==> config.mk <==
export PLATFORM = sky130hd
export DESIGN_NAME = texel_format_decoder_top
export DESIGN_NICKNAME = d
export VERILOG_FILES = /design/src/sv/tfd_pkg.sv /design/src/sv/texel_format_decoder_top.sv /design/src/sv/tfd_front.sv /design/src/sv/tfd_queue.sv /design/src/sv/tfd_back.sv
export SDC_FILE = /design/constraint.sdc
export NUM_CORES = 1
export LEC_CHECK = 0
export ABC_CLOCK_PERIOD_IN_PS = 7000
export BUFFER_PORTS_ARGS = -buffer_cell sky130_fd_sc_hd__buf_4
export CAP_MARGIN = 40
export CORE_MARGIN = 2
export CORE_UTILIZATION = 40
export DETAILED_ROUTE_END_ITERATION = 8
export GPL_ROUTABILITY_DRIVEN = 1
export PLACE_DENSITY = 0.61
export RECOVER_POWER = 100
export SETUP_SLACK_MARGIN = 0.3
export SLEW_MARGIN = 20
export SYNTH_ARGS = -nofsm -noshare
export SYNTH_HDL_FRONTEND = slang
export SYNTH_SLANG_ARGS = --single-unit
==> constraint.sdc <==
create_clock -name clk -period 7 [get_ports clk]
set_input_delay 0.35 -clock clk [delete_from_list [all_inputs] [get_ports clk]]
set_output_delay 0.35 -clock clk [all_outputs]
set_load 0.03 [all_outputs]
==> src/sv/tfd_pkg.sv <==
// Shared types and format codes for the texel format decoder.
package tfd_pkg;

    localparam logic [3:0] FMT_RGBA8888 = 4'd1;
    localparam logic [3:0] FMT_RGBA5551 = 4'd2;
    localparam logic [3:0] FMT_CI4      = 4'd3;
    localparam logic [3:0] FMT_CI8      = 4'd4;
    localparam logic [3:0] FMT_I4       = 4'd5;
    localparam logic [3:0] FMT_I8       = 4'd6;
    localparam logic [3:0] FMT_IA31     = 4'd7;
    localparam logic [3:0] FMT_IA44     = 4'd8;
    localparam logic [3:0] FMT_IA88     = 4'd9;

    typedef struct packed {
        logic [7:0] texel_byte;
        logic       last_byte;
    } tfd_in_t;

    typedef struct packed {
        logic [7:0] red;
        logic [7:0] green;
        logic [7:0] blue;
        logic [7:0] alpha;
        logic [7:0] palette_index;
        logic       indexed;
        logic       last_pixel;
    } tfd_out_t;

    typedef struct packed {
        logic [3:0]  fmt;
        logic [31:0] word;
        logic        last;
    } tfd_job_t;

endpackage

==> src/sv/texel_format_decoder_top.sv <==
// Top level of the texel format decoder: front end, job queue, back end.
//
//   channel   direction  handshake                    beat
//   config    in         cfg_we                       cfg_data, format code
//   byte      in         byte_valid / byte_stall      tfd_in_t
//   pixel     out        pixel_valid / pixel_stall    tfd_out_t
//
// One byte beat per cycle enters while the queue has room; the back end sends one
// pixel per cycle while pixel_stall is low, so 4-bit formats give two pixels per byte.
// From byte to pixel the data is registered in the queue, then in the output register.
// rst_n clears the format register, gathered bytes, queue and output valid.
// Output stall backs up through the queue; the front stalls only when it is full.
module texel_format_decoder_top #(
    parameter int QUEUE_DEPTH = 2
)
(
    input  logic               clk,
    input  logic               rst_n,
    input  logic               cfg_we,
    input  logic [3:0]         cfg_data,
    input  logic               byte_valid,
    output logic               byte_stall,
    input  tfd_pkg::tfd_in_t   byte_data,
    output logic               pixel_valid,
    input  logic               pixel_stall,
    output tfd_pkg::tfd_out_t  pixel_data
);

    logic              job_push;
    logic              job_full;
    logic              job_pop;
    logic              job_empty;
    tfd_pkg::tfd_job_t job_in;
    tfd_pkg::tfd_job_t job_head;

    tfd_front u_front
    (
        .clk        (clk),
        .rst_n      (rst_n),
        .cfg_we     (cfg_we),
        .cfg_data   (cfg_data),
        .byte_valid (byte_valid),
        .byte_stall (byte_stall),
        .byte_data  (byte_data),
        .job_push   (job_push),
        .job_data   (job_in),
        .job_full   (job_full)
    );

    tfd_queue #(
        .DEPTH (QUEUE_DEPTH)
    ) u_queue
    (
        .clk       (clk),
        .rst_n     (rst_n),
        .push      (job_push),
        .push_data (job_in),
        .full      (job_full),
        .pop       (job_pop),
        .head      (job_head),
        .empty     (job_empty)
    );

    tfd_back u_back
    (
        .clk         (clk),
        .rst_n       (rst_n),
        .head        (job_head),
        .empty       (job_empty),
        .pop         (job_pop),
        .pixel_valid (pixel_valid),
        .pixel_stall (pixel_stall),
        .pixel_data  (pixel_data)
    );

endmodule

==> src/sv/tfd_front.sv <==
// Front end: format register, byte gathering and job issue into the queue.
module tfd_front
(
    input  logic               clk,
    input  logic               rst_n,
    input  logic               cfg_we,
    input  logic [3:0]         cfg_data,
    input  logic               byte_valid,
    output logic               byte_stall,
    input  tfd_pkg::tfd_in_t   byte_data,
    output logic               job_push,
    output tfd_pkg::tfd_job_t  job_data,
    input  logic               job_full
);

    logic [3:0]  fmt_reg;
    logic [1:0]  phase_reg;
    logic [1:0]  phase_next;
    logic [23:0] held_reg;
    logic [23:0] held_next;
    logic        accept;
    logic [2:0]  need;
    logic [31:0] word;

    assign byte_stall = job_full;
    assign accept     = byte_valid && !job_full;

    always_comb
    begin
        need       = (fmt_reg == tfd_pkg::FMT_RGBA8888) ? 3'd4 : 3'd2;
        word       = {8'd0, held_reg} | ({24'd0, byte_data.texel_byte} << {phase_reg, 3'b000});
        phase_next = phase_reg;
        held_next  = held_reg;
        job_push   = 1'b0;
        job_data.fmt  = fmt_reg;
        job_data.word = word;
        job_data.last = byte_data.last_byte;
        if (accept)
        begin
            if (fmt_reg inside {tfd_pkg::FMT_RGBA8888, tfd_pkg::FMT_RGBA5551,
                                tfd_pkg::FMT_IA88})
            begin
                if (({1'b0, phase_reg} + 3'd1 < need) && !byte_data.last_byte)
                begin
                    held_next  = word[23:0];
                    phase_next = phase_reg + 2'd1;
                end
                else
                begin
                    job_push   = 1'b1;
                    held_next  = '0;
                    phase_next = '0;
                end
            end
            else if (fmt_reg inside {[tfd_pkg::FMT_CI4 : tfd_pkg::FMT_IA44]})
            begin
                job_push      = 1'b1;
                job_data.word = {24'd0, byte_data.texel_byte};
                held_next     = '0;
                phase_next    = '0;
            end
            else if (byte_data.last_byte)
            begin
                held_next  = '0;
                phase_next = '0;
            end
        end
    end

    always_ff @(posedge clk or negedge rst_n)
    begin
        if (!rst_n)
        begin
            fmt_reg   <= '0;
            phase_reg <= '0;
            held_reg  <= '0;
        end
        else
        begin
            if (cfg_we)
            begin
                fmt_reg <= cfg_data;
            end
            phase_reg <= phase_next;
            held_reg  <= held_next;
        end
    end

endmodule

==> src/sv/tfd_queue.sv <==
// Small job queue between front and back end.
module tfd_queue #(
    parameter int DEPTH = 2
)
(
    input  logic               clk,
    input  logic               rst_n,
    input  logic               push,
    input  tfd_pkg::tfd_job_t  push_data,
    output logic               full,
    input  logic               pop,
    output tfd_pkg::tfd_job_t  head,
    output logic               empty
);

    localparam int PTR_W = (DEPTH > 1) ? $clog2(DEPTH) : 1;
    localparam int CNT_W = $clog2(DEPTH + 1);

    tfd_pkg::tfd_job_t mem [DEPTH];
    logic [PTR_W-1:0]  wr_ptr_reg;
    logic [PTR_W-1:0]  rd_ptr_reg;
    logic [CNT_W-1:0]  count_reg;
    logic              do_push;
    logic              do_pop;

    assign full    = (count_reg == CNT_W'(DEPTH));
    assign empty   = (count_reg == '0);
    assign do_push = push && !full;
    assign do_pop  = pop && !empty;
    assign head    = mem[rd_ptr_reg];

    always_ff @(posedge clk)
    begin
        if (do_push)
        begin
            mem[wr_ptr_reg] <= push_data;
        end
    end

    always_ff @(posedge clk or negedge rst_n)
    begin
        if (!rst_n)
        begin
            wr_ptr_reg <= '0;
            rd_ptr_reg <= '0;
            count_reg  <= '0;
        end
        else
        begin
            if (do_push)
            begin
                wr_ptr_reg <= (wr_ptr_reg == PTR_W'(DEPTH - 1)) ? '0 : wr_ptr_reg + 1'b1;
            end
            if (do_pop)
            begin
                rd_ptr_reg <= (rd_ptr_reg == PTR_W'(DEPTH - 1)) ? '0 : rd_ptr_reg + 1'b1;
            end
            if (do_push && !do_pop)
            begin
                count_reg <= count_reg + 1'b1;
            end
            else if (do_pop && !do_push)
            begin
                count_reg <= count_reg - 1'b1;
            end
        end
    end

endmodule

==> src/sv/tfd_back.sv <==
// Back end: expands queued jobs into pixels and holds the output register.
module tfd_back
(
    input  logic               clk,
    input  logic               rst_n,
    input  tfd_pkg::tfd_job_t  head,
    input  logic               empty,
    output logic               pop,
    output logic               pixel_valid,
    input  logic               pixel_stall,
    output tfd_pkg::tfd_out_t  pixel_data
);

    logic              sub_reg;
    logic              sub_next;
    logic              valid_reg;
    logic              valid_next;
    tfd_pkg::tfd_out_t pix_reg;
    tfd_pkg::tfd_out_t pix;
    logic              load;
    logic              two;
    logic [7:0]        s0;
    logic [7:0]        s1;
    logic [15:0]       d;
    logic [3:0]        nib;

    assign load        = !valid_reg || !pixel_stall;
    assign pixel_valid = valid_reg;
    assign pixel_data  = pix_reg;

    always_comb
    begin
        s0  = head.word[7:0];
        s1  = head.word[15:8];
        d   = {s0, s1};
        nib = sub_reg ? s0[3:0] : s0[7:4];
        two = head.fmt inside {tfd_pkg::FMT_CI4, tfd_pkg::FMT_I4, tfd_pkg::FMT_IA31};
        pix.palette_index = '0;
        pix.indexed       = 1'b0;
        pix.last_pixel    = head.last && (!two || sub_reg);
        pix.alpha         = 8'hFF;
        pix.red           = s0;
        case (head.fmt)
            tfd_pkg::FMT_RGBA8888:
            begin
                pix.alpha = head.word[31:24];
            end
            tfd_pkg::FMT_RGBA5551:
            begin
                pix.red   = {d[15:11], 3'b000};
                pix.alpha = {8{d[0]}};
            end
            tfd_pkg::FMT_CI4:
            begin
                pix.red           = {nib, 4'h0};
                pix.palette_index = {4'h0, nib};
                pix.indexed       = 1'b1;
            end
            tfd_pkg::FMT_CI8:
            begin
                pix.palette_index = s0;
                pix.indexed       = 1'b1;
            end
            tfd_pkg::FMT_I4:
            begin
                pix.red = {nib, 4'h0};
            end
            tfd_pkg::FMT_IA31:
            begin
                pix.red   = {nib[3:1], 5'd0};
                pix.alpha = {8{nib[0]}};
            end
            tfd_pkg::FMT_IA44:
            begin
                pix.red   = {s0[7:4], 4'h0};
                pix.alpha = {s0[3:0], 4'h0};
            end
            tfd_pkg::FMT_IA88:
            begin
                pix.alpha = s1;
            end
            default:
            begin
                pix.red = s0;
            end
        endcase
        pix.green = pix.red;
        pix.blue  = pix.red;
        case (head.fmt)
            tfd_pkg::FMT_RGBA8888:
            begin
                pix.green = s1;
                pix.blue  = head.word[23:16];
            end
            tfd_pkg::FMT_RGBA5551:
            begin
                pix.green = {d[10:6], 3'b000};
                pix.blue  = {d[5:1], 3'b000};
            end
            default:
            begin
                pix.green = pix.red;
            end
        endcase

        pop        = 1'b0;
        sub_next   = sub_reg;
        valid_next = valid_reg;
        if (load)
        begin
            valid_next = !empty;
            if (!empty)
            begin
                if (two && !sub_reg)
                begin
                    sub_next = 1'b1;
                end
                else
                begin
                    sub_next = 1'b0;
                    pop      = 1'b1;
                end
            end
        end
    end

    always_ff @(posedge clk or negedge rst_n)
    begin
        if (!rst_n)
        begin
            valid_reg <= 1'b0;
            sub_reg   <= 1'b0;
        end
        else
        begin
            valid_reg <= valid_next;
            sub_reg   <= sub_next;
        end
    end

    always_ff @(posedge clk)
    begin
        if (load && !empty)
        begin
            pix_reg <= pix;
        end
    end

endmodule
==> results of run 1 <==
-- power by group --
| group | switching [mW] | internal [mW] |
|---|---|---|
| Combinational | 0.756 | 0.327 |
| Clock | 0.350 | 0.557 |
| Sequential | 0.117 | 1.28 |
| Total | 1.22 | 2.16 |
-- cell usage in the layout (no fill, tap or decap), types with 17 or more instances in the layout --
| cell type | n |
|---|---|
| dfrtp_1 | 36 |
| o22a_1 | 18 |
| mux2i_1 | 37 |
| a41oi_1 | 24 |
| clkbuf_16 | 17 |
| o21a_1 | 18 |
| buf_4 | 18 |
| and2_1 | 17 |
| edfxtp_1 | 116 |
| nor2_1 | 17 |
| o21ai_0 | 17 |
| clkbuf_1 | 56 |
| a21oi_1 | 29 |
-- cell type report --
cell class	count	area share (%)
multi-input cells	307	29.1
clock buffers	19	5.43
clock inverters	13	1.93
inverters	15	0.707
repair buffers	73	4.36
well taps	220	3.45
flip-flops and latches	152	55.0
-- per-layer routing --
| metal | track usage (%) | wire length (µm) | share of wire (%) | vias to the layer above |
|---|---|---|---|---|
| met1 | 25.7 | 7260 | 47 | 2163 |
| met5 | 0 | 0 | 0 | - |
| met4 | 5.50 | 230 | 1.5 | 0 |
| met3 | 3.98 | 858 | 5.6 | 26 |
| li1 | - | - | - | 2114 |
| met2 | 26.6 | 6950 | 45 | 147 |
-- critical path, delay by kind of cell (launching register included) --
| family | cells | cell delay (ns) |
|---|---|---|
| flops | 1 | 0.63 |
| compound gates | 2 | 1.66 |
| simple gates | 1 | 0.04 |
| buf+inv | 3 | 1.49 |
| fa+ha+maj | 2 | 0.37 |
-- final timing paths --
path	to
worst min-delay path	u_back.pixel_valid
worst min register to register	u_back.pixel_valid
worst max-delay path	u_queue.mem[0][12]
max in group asynchronous	u_front.held_reg[21]
min in group asynchronous	u_queue.rd_ptr_reg
worst max register to register	u_queue.mem[0][12]
-- metrics by stage --
stage	power (mW)	instance area (µm²)	worst slack [ns]	cells
floorplan	2.19	6870	3.18	499
global placement	2.57	7570	3.88	763
detailed placement	2.60	7630	3.90	766
CTS	3.51	8230	3.90	799
global route	3.55	7970	1.92	799
finish	3.38	7970	2.40	799
-- logic make-up after synthesis --
family / count (synthesis)
DFF: 152
AOI/OAI and AO/OA: 147
and+or+nand+nor: 103
muxes: 51
buffers and inverters: 40
xor gates and xnor gates: 3
adders and majority gates: 3
-- what timing repair did --
item                                   in CTS  in global routing
endpoints found under the hold margin      36                  0
setup endpoints to repair                   0                  0
hold buffers                                1                  0
resized for setup                           0                  0
==> reports/summary.md, run 1 <==
For this run, the total global-route usage over all layers was measured as 17.7%. Of the post-synthesis cell area, the part taken by muxes is 8.35%. For the finished layout, the period the worst path requires is 4.60 ns.

The critical path launch point is u_front.phase_reg[0]. The count of nets left with antenna violations once routing finished came out at 0. In this run, CTS created clock tree buffers numbering 17. Dividing total power by cell area gives a power density of 425 mW/mm². In the final routed layout, each cell accounts on average for 19.1 µm. For the number of antenna violations at the first check in global routing, the log shows 0.

The critical path in this run is classified as reg -> reg. The layout net count was 587. The commonest cells after synthesis are edfxtp_1, mux2i_1, dfrtp_1. The estimated wirelength of the detail-placed design was 10700 µm; the highest net fanout along the worst path was 26. For this run, the slowest stage of the critical path takes 1.49 ns. Walking the worst path, the cells encountered are ha_1 -> ha_1 -> nor2_1 -> clkbuf_1 -> inv_1 -> o21ai_0 -> a21oi_1 -> clkbuf_1.

The worst register-to-register path begins at u_front.phase_reg[0]. For the buffer count from post-CTS setup fixing, the log shows 0. The register with the most flip-flops in the layout has 74 of them. Entering global routing, the biggest net connects 46 pins. The width of the die is 135 µm.

The period utilization was 65.7%; the worst path arrival time was 4.64 ns. After synthesis, the largest family of logic cells by area is compound AO/OA/AOI/OAI gates. The synthesized netlist devotes 15.7% of its cell area to compound gates. The logs give 163 for the number of pins with negative max-slew slack in the final report and 62 for the total I/O pin count. The run finished, with violations left.

Setup violations remaining at the end of the flow were counted as 0. After detailed routing, the number of vias per cell comes to 5.57. The synthesis-to-layout area growth works out to 16.1%.

The simple-gate share of the synthesized area was 8.84%. For the number of global-route vias before repair, the log shows 4333. In this run the tightest slew margin relative to its limit is -47.4%. The clock arrives with 0.0103 ns of skew. The worst hold path cell count was 3. The worst path required time is 7.04 ns, and the adder-cell share of the synthesized area is 0.547%. The hold violation total from the final report is 0, and the cell depth of the worst flop-to-flop path is 8. The final wirelength is 15300 µm.

The worst setup path is launched from a register. Post-synthesis cell type with the largest combined area: edfxtp_1. For flop-to-flop paths, the worst setup slack is 2.40 ns.

For this block, the initial DRC count from the detailed router was 436. In this run the tool buffered the top-level ports with 61 buffer cells. The later pin in the worst-skew pair is clocked with a latency of 0.42 ns. Yosys printed 0 warnings.

For the detailed-routing iteration count for the pre-antenna-repair pass, the log shows 5. The transition time at the pin with the least slew margin was 2.21 ns. The leakage power summed over all cells was 2.90 nW. The final reports fail on max-capacitance violations, max-slew violations.

Row generation in the floorplan step produced 47 rows. Sorting the synthesized cells by area gives the leading types as edfxtp_1, dfrtp_1, mux2i_1. The post-synthesis share of cell area spent on xor and xnor gates was 0.383%; the part of the Yosys area used for sequential elements was 63.8%.

Clock-pin slew was measured on the worst setup and hold paths at 0.06 ns. TritonCTS built the clock tree. The tools report the root buffer cell as clkbuf_16. The filler cells instantiated in the layout total 1572. The post-synthesis register bit count is 152. The leading cell type by number of instances after synthesis was edfxtp_1. For this configuration, the core starts out at a cell density of 41.1%. 0 antenna diodes ended up in the layout. Summed over all failing endpoints, the final setup total negative slack is 0 ns.

Cells with a size suffix above 1 make up 11.4% of the layout. The worst setup path is captured at a register. The logs give 0 for the total overflow reported by the global router and 47.7% for the final core utilization. The worst-case IR drop observed on VDD is 0.000221 V. The die boundary height is 135 µm.

After synthesis, the netlist uses 52 different library cells. The total number of H-tree levels was 4. The die covers 0.0182 mm².

The commonest register cell after synthesis was edfxtp_1. The congestion estimate from routability-driven global placement came to 0.909. The run gives 5 as the count of maximum capacitance violations. Placeable core area: 0.0167 mm². Setup repair after global routing left no endpoint under its margin. Static timing analysis puts the maximum clock frequency at 217 MHz. The path class of the tightest hold or removal check is in -> reg. The first global-routing pass estimated 24400 µm of wire. Area share of the leading cell type in the synthesized netlist: 50.7%. The tree built by TritonCTS fans out to 152 sinks.

The tools report the total vias in the final route as 4450. After technology mapping, the gate count stands at 499. The logs give 0.00438 mm² for the register area and 0 for the DRC violation count after routing. Summing all multi-input logic gate instances after layout gives 0.00232 mm². The count of flip-flops with a built-in enable after synthesis came out at 116. The critical-path cell with the highest stage delay is a21oi_1.

The launch instance of the worst min-delay path was pixel_stall. Counting every net in the synthesized netlist gives 520. In this run the mean area of a mapped cell was 13.8 µm². In this run the deepest clock path goes through 2 buffers. The cell area that synthesis handed to floorplanning was 0.00687 mm². On the final layout, the worst hold slack is 0.144 ns.

For this run, asynchronously set or reset flops after synthesis account for 23.7%.
No activity file was read; power rests on OpenSTA's default activity.
==> run 2: changes to the inputs <==
ABC_CLOCK_PERIOD_IN_PS = 4550   (was 7000)
clock period = 4.55 ns   (was 7 ns; I/O delays follow)
==> run 2 against run 1 <==
Net effect: combinational power increased by 55%; fmax increased by 24%; routed wire length decreased by 0.63%; via count increased by 0.99%; the flow still finishes with violations (max-capacitance violations, max-slew violations); global-route usage decreased by 0.24 points; register-to-register slack got worse by 1.6 ns.
==> reports/summary.md, run 2 (same netlist as run 1, synthesis figures left out) <==
The run finished, with violations left. The checks that failed: max-capacitance violations, max-slew violations. The effective utilization at floorplan is 41.1%.

The average wire per standard cell is 19.0 µm, and the count of maximum capacitance violations is 2. Total inserted antenna cells: 0. The hold violation total from the final report was 0; the total negative slack for setup checks was 0 ns. The leakage power summed over all cells was 2.91 nW.

The root buffer cell is clkbuf_16. The register with the most flip-flops in the layout has 74 of them. The routed layout has 4494 vias. For the pin with the worst max-slew slack, the measured transition is 2.02 ns. Global routing used 17.5% of the available tracks across all layers.

Of all nets on the critical path, the largest fanout is 27. The count of fill cells added during filler insertion was 1531. Detailed placement finished with a half-perimeter wire length of 10600 µm.

In this run, the combinational gates consume 32.6% of the power. The routed design has 15200 µm of wire. In this run the core area contains 47 standard-cell rows.

62 I/O pins were placed. OpenSTA, run right after detailed placement, puts the worst setup slack at 1.42 ns. The width of the die is 135 µm. The period utilization is 81.6%, and the number of buffers added by the clock tree synthesis step is 17. For the remaining antenna violation count after routing, the log shows 0. Summed over all nets, the switching power comes to 1.86 mW. Endpoint type of the worst setup path: a register. Global routing finished with a remaining overflow of 0.

Entering global routing, the biggest net connects 46 pins. After the last flow step, the layout net total stands at 587. The later pin in the worst-skew pair is clocked with a latency of 0.42 ns.

For this block, the initial DRC count from the detailed router was 473. The worst IR drop on VDD came out at 0.000317 V. The most common cell after layout, fill and taps aside was edfxtp_1. The run gives 0.00798 mm² as the final cell area excluding filler cells.

The class of the tightest hold or removal check is in -> reg. The logs give 4321 for the number of global-route vias before repair and 3.84 ns for the worst path arrival time. The number of pins with negative max-slew slack in the final report was 58; the via density per instance was 5.62. For the total die area, the log shows 0.0182 mm². In this run the vertical extent of the chip is 135 µm. Net switching is 36.3% of the power. The clock tree synthesis step divided the H-tree into 4 levels. The share of post-route cells with drive strength above 1 is 12.6%.

During placement, the flow inserted port buffers numbering 61. For the buffer count from post-CTS setup fixing, the log shows 0. Element type at the critical path start: a register.

For the number of antenna violations at the first check in global routing, the log shows 0. The library cells used most frequently in the layout, excluding fill and tap cells, are edfxtp_1, clkbuf_1, mux2i_1, dfrtp_1, a21oi_1. The relative max-transition margin is -34.7%. Once the clock tree was built, the resizer swapped 0 gates to a different size.

The run gives 152 as the TritonCTS sink count. The internal power consumption is 3.27 mW. The final weighted congestion in routability-driven placement was 0.837; the detailed-routing iteration count for the pre-antenna-repair pass was 5. Sequential cells account for 41.4% of the total power. Synthesis-to-layout area growth: 16.2%.

The tools report the part of the power in the clock network as 26.0%. In the post-route analysis, the smallest setup slack over all paths is 0.837 ns. The DRC violation count after routing came out at 0.

The tools report the placed cell area as 0.00761 mm². Setup violations remaining at the end of the flow were counted as 0. Type of the worst setup path: reg -> reg. TritonCTS built the clock tree. Dividing total power by cell area gives a power density of 643 mW/mm².

The first global-routing pass estimated 23900 µm of wire. The time the final worst path needs with I/O delays and setup is 3.71 ns, and the worst path required time is 4.67 ns. No sink is reached through more buffers than the 2 on the longest clock path. Static timing analysis puts the maximum clock frequency at 269 MHz. The placeable core area came out at 0.0167 mm². For the final database, setup skew stands at 0.0127 ns.

The clock-pin transition on the worst setup and hold timing paths was 0.06 ns. Across all hold checks on the routed design, the worst slack comes to 0.0118 ns. Setup repair after global routing left no endpoint under its margin.
==> run 2: cell count changes in the layout (fill, tap and decap cells not counted), sizes merged <==
cell / before / now
clkinv: 7 / 6
clkinvlp: 2 / 4
bufinv: 3 / 2
clkbuf: 73 / 67
buf: 18 / 24
==> run 2: layout make-up <==
| type | count | area, µm² | area share (%) |
|---|---|---|---|
| Multi-Input combinational cell | 307 | 2310 | 29.0 |
| Inverter | 15 | 56.3 | 0.705 |
| Sequential cell | 152 | 4380 | 54.9 |
| Timing Repair Buffer | 73 | 392 | 4.91 |
| Tap cell | 220 | 275 | 3.45 |
| Clock inverter | 13 | 130 | 1.63 |
| Clock buffer | 19 | 433 | 5.42 |
==> run 2: final timing paths <==
| check | startpoint | end | slack [ns] | depth (start not counted) |
|---|---|---|---|---|
| worst max-delay path | u_front.fmt_reg[3] | u_queue.mem[1][32] | 0.84 | 6 |
| worst min-delay path | pixel_stall | u_back.pixel_valid | 0.01 | 3 |
| worst min register to register | u_back.pixel_valid | u_back.pixel_valid | 0.49 | 2 |
| min in group asynchronous | rst_n | u_back.pixel_valid | 0.92 | 2 |
| max in group asynchronous | rst_n | u_front.held_reg[19] | 2.47 | 2 |
| worst max register to register | u_front.fmt_reg[3] | u_queue.mem[1][32] | 0.84 | 6 |
==> run 2: stage by stage <==
step,utilization [%],instances,power [mW]
6_report,47.8,799,5.13
5_1_grt,47.8,799,5.40
4_1_cts,49.0,799,5.33
3_5_place_dp,45.6,766,3.99
3_3_place_gp,45.4,765,3.94
2_1_floorplan,-,499,3.38
==> run 2: critical path, cell delays in order (launching register included) <==
cell and delay [ns]:
dfrtp_1 0.47, or3b_1 0.42, a2111oi_0 0.47, buf_4 0.38, o211a_1 0.23, or2_0 1.21, buf_16 0.24
==> run 2: per-layer routing <==
layer	wire, µm	vias up	GRT usage, %
li1	-	2114	-
met5	0	-	0
met1	7010	2183	24.3
met4	236	0	6.54
met2	7110	176	27.0
met3	845	21	3.83
==> run 2: power groups by stage <==
stage | combinational (mW) | clock (mW) | sequential, mW
after floorplan | 0.913 | 0 | 2.46
after global placement | 1.80 | 0 | 2.14
after detailed placement | 1.83 | 0 | 2.16
after CTS | 1.84 | 1.36 | 2.13
after global routing | 1.81 | 1.43 | 2.16
final | 1.67 | 1.34 | 2.12
==> run 2: timing repair <==
item                       4_1_cts  5_1_grt
hold endpoints to repair        36        0
setup endpoints to repair        0        0
hold buffers                     1        0
==> run 3: changes to the inputs <==
ABC_CLOCK_PERIOD_IN_PS = 3300   (was 4550)
PLACE_DENSITY = 0.64   (was 0.61)
clock period = 3.3 ns   (was 4.55 ns; I/O delays follow)
==> run 3 against run 2 <==
Net effect: the run still ends with max-capacitance violations, max-slew violations left; register-to-register slack worse by 0.36 ns; combinational power rose by 42%; first-iteration DRC count grew 9.3%; critical path depth increased by 1; power rose by 40%; die area did not move; clock power up 43%; sequential power rose by 37%; clock skew down 0.0054 ns; final area is 1.5% higher; critical endpoint is now u_queue.mem[0][12].
==> reports/summary.md, run 3 (same netlist as run 1, synthesis figures left out) <==
The flow ran to the end, but the final reports show violations. The final reports fail on max-capacitance violations, max-slew violations. From bottom edge to top edge, the die measures 135 µm. Count of fill cells added during filler insertion: 1533. The HPWL after detailed placement is 10500 µm. CTS built an H-tree with a depth of 4. The time the final worst path needs with I/O delays and setup was 2.83 ns. Of the cells placed in the final design, the portion with a size suffix greater than 1 is 12.6%. The type of the worst setup path was reg -> reg. For this run, the top clock speed supported by timing is 354 MHz.

The first global-routing pass estimated 24300 µm of wire. The run gives 33.0% as the fraction of power consumed by combinational cells. The highest net fanout along the worst path was 37; the period utilization was 85.6%. Setup violations remaining at the end of the flow were counted as 0. STA classifies the critical path endpoint as a register. The tools report the number of placement rows as 47. In this run the worst hold path is classified as in -> reg. Total negative slack for setup checks: 0 ns. TritonCTS built the clock tree. Data arrives at the worst endpoint at 2.88 ns. The later pin in the worst-skew pair is clocked with a latency of 0.42 ns. Flip-flop count of the largest register after layout: 74.

The count of input and output buffers is 61, and the count of maximum capacitance violations is 1. The library cell used most frequently in the layout, excluding fill and tap cells, is edfxtp_1. Compared with the post-synthesis result, the final layout area differs by 18.0%. The logs give 17.6% for the total track usage and 0.00730 ns for the maximum clock skew at final layout. Headroom to the max-slew limit came out at -37.2%. Net switching is 36.2% of the power. The internal portion of the total power is 4.59 mW. Once the clock tree was built, the setup fixing pass inserted 0 buffers. The clock-pin transition on the worst setup and hold timing paths works out to 0.06 ns. Setup repair after global routing left no endpoint under its margin. Global routing consumed, on the met1 layer, 24.9% of the routing resources.

The tools report the total die area as 0.0182 mm². Leaving out fill and tap cells, the most frequent cells in the layout are edfxtp_1, clkbuf_1, mux2i_1, dfrtp_1, a21oi_1. The tools report the root buffer cell as clkbuf_16. The hold violation total from the final report is 0, and the part of the power in the clock network is 26.7%. The logs give 0 for the total inserted antenna cells and 7.20 mW for the total power. The number of buffers added by the clock tree synthesis step is 17, and the DRC violation count after routing is 0. The via density per instance came out at 5.60.

After global routing the overflow that remains totals 0. The logs give 26.2% for the fraction of met2 tracks used by global routing and 15300 µm for the final wirelength. At the worst endpoint, the required time is 3.36 ns. Summed over all nets, the switching power comes to 2.60 mW. Once detail routing completed, the nets flagged for antenna violations numbered 0. The number of antenna violations at the first check in global routing was 0. The TritonCTS sink count is 152, and the maximum buffer depth of the clock tree is 2. Before antenna repair, the detailed router went through 7 iterations.

For met3 alone, demand over resource in global routing was 3.60%. The core region is 0.0167 mm². The final route contains 4516 vias. Element type at the critical path start: a register. The number of global-route vias before repair is 4432.

After global routing, the most crowded layer is met2. The logs give 595 for the layout net count and 41.1% for the effective utilization at floorplan. Summed over all cells, the static leakage comes to 2.96 nW.

At the end of routability-driven placement, the weighted congestion stood at 0.861. The worst IR drop on VDD is 0.000447 V. The total I/O pin count came out at 62. The first routing iteration left 517 violations.

Entering global routing, the biggest net connects 45 pins. The sequential share of power came out at 40.3%. The final core utilization is 48.5%.

The total power density per cell area works out to 889 mW/mm². At the pin with the least slew margin, the transition time is 2.06 ns. The die is 135 µm wide. The average wire per standard cell works out to 19.0 µm. The number of pins with negative max-slew slack in the final report came out at 37.
==> run 3: cell count changes in the layout (fill, tap and decap cells not counted), sizes merged <==
cell and delta:
bufinv +1, clkbuf +2, clkinv -2, clkinvlp -2
dlygate4sd3 +6, inv +2
==> run 3: per-stage QoR <==
step	instance area (µm²)	worst slack, ns	std cells	hold slack, ns
2_1_floorplan	6880	0.632	499	-0.131
3_3_place_gp	7600	0.552	766	0.153
3_5_place_dp	7610	0.423	767	0.158
4_1_cts	8270	0.408	805	0.00229
5_1_grt	8100	0.242	806	0.0230
6_report	8100	0.474	806	0.0297
==> run 3: final timing paths <==
path / startpoint / slack [ns] / depth (start not counted) / to
setup / recovery: u_front.fmt_reg[2] / 0.47 / 7 / u_queue.mem[0][12]
hold / removal: cfg_we / 0.03 / 2 / u_front.fmt_reg[2]
setup reg to reg: u_front.fmt_reg[2] / 0.47 / 7 / u_queue.mem[0][12]
hold reg to reg: u_back.pixel_valid / 0.50 / 2 / u_back.pixel_valid
max in group asynchronous: rst_n / 1.25 / 2 / u_front.held_reg[18]
min in group asynchronous: rst_n / 0.87 / 2 / u_front.fmt_reg[1]
==> run 3: per-layer routing <==
layer	share of wire [%]	wire [µm]
met5	0	0
met4	2.1	316
met3	5.9	900
met2	44	6750
met1	48	7310
==> run 3: final cells by class <==
type	count	area [µm²]	share of cell area, %
Multi-Input combinational cell	307	2340	28.9
Timing Repair Buffer	81	463	5.71
Clock buffer	19	433	5.34
Inverter	15	56.3	0.695
Clock inverter	12	149	1.84
Sequential cell	152	4380	54.1
Tap cell	220	275	3.40
==> run 3: what timing repair did <==
action,4_1_cts,5_1_grt
endpoints found under the hold margin,43,0
gates resized for setup,0,1
hold buffers,7,0
endpoints found under the setup margin,0,8
==> run 3: power by group through the flow <==
stage / Sequential (mW) / Combinational (mW) / Clock [mW]
5_1_grt: 2.95 / 2.56 / 2.04
2_1_floorplan: 3.40 / 1.26 / 0
3_5_place_dp: 2.95 / 2.57 / 0
6_report: 2.90 / 2.37 / 1.92
3_3_place_gp: 2.92 / 2.52 / 0
4_1_cts: 2.91 / 2.58 / 1.96
==> run 3: worst max-delay path, cell delays in order, from the launching register on <==
cell and delay (ns):
dfrtp_1 0.48, nor4b_1 0.56, inv_1 0.10, ha_1 0.33, o21a_1 0.15, o21ai_1 0.15
a21oi_4 0.18, clkbuf_4 0.49
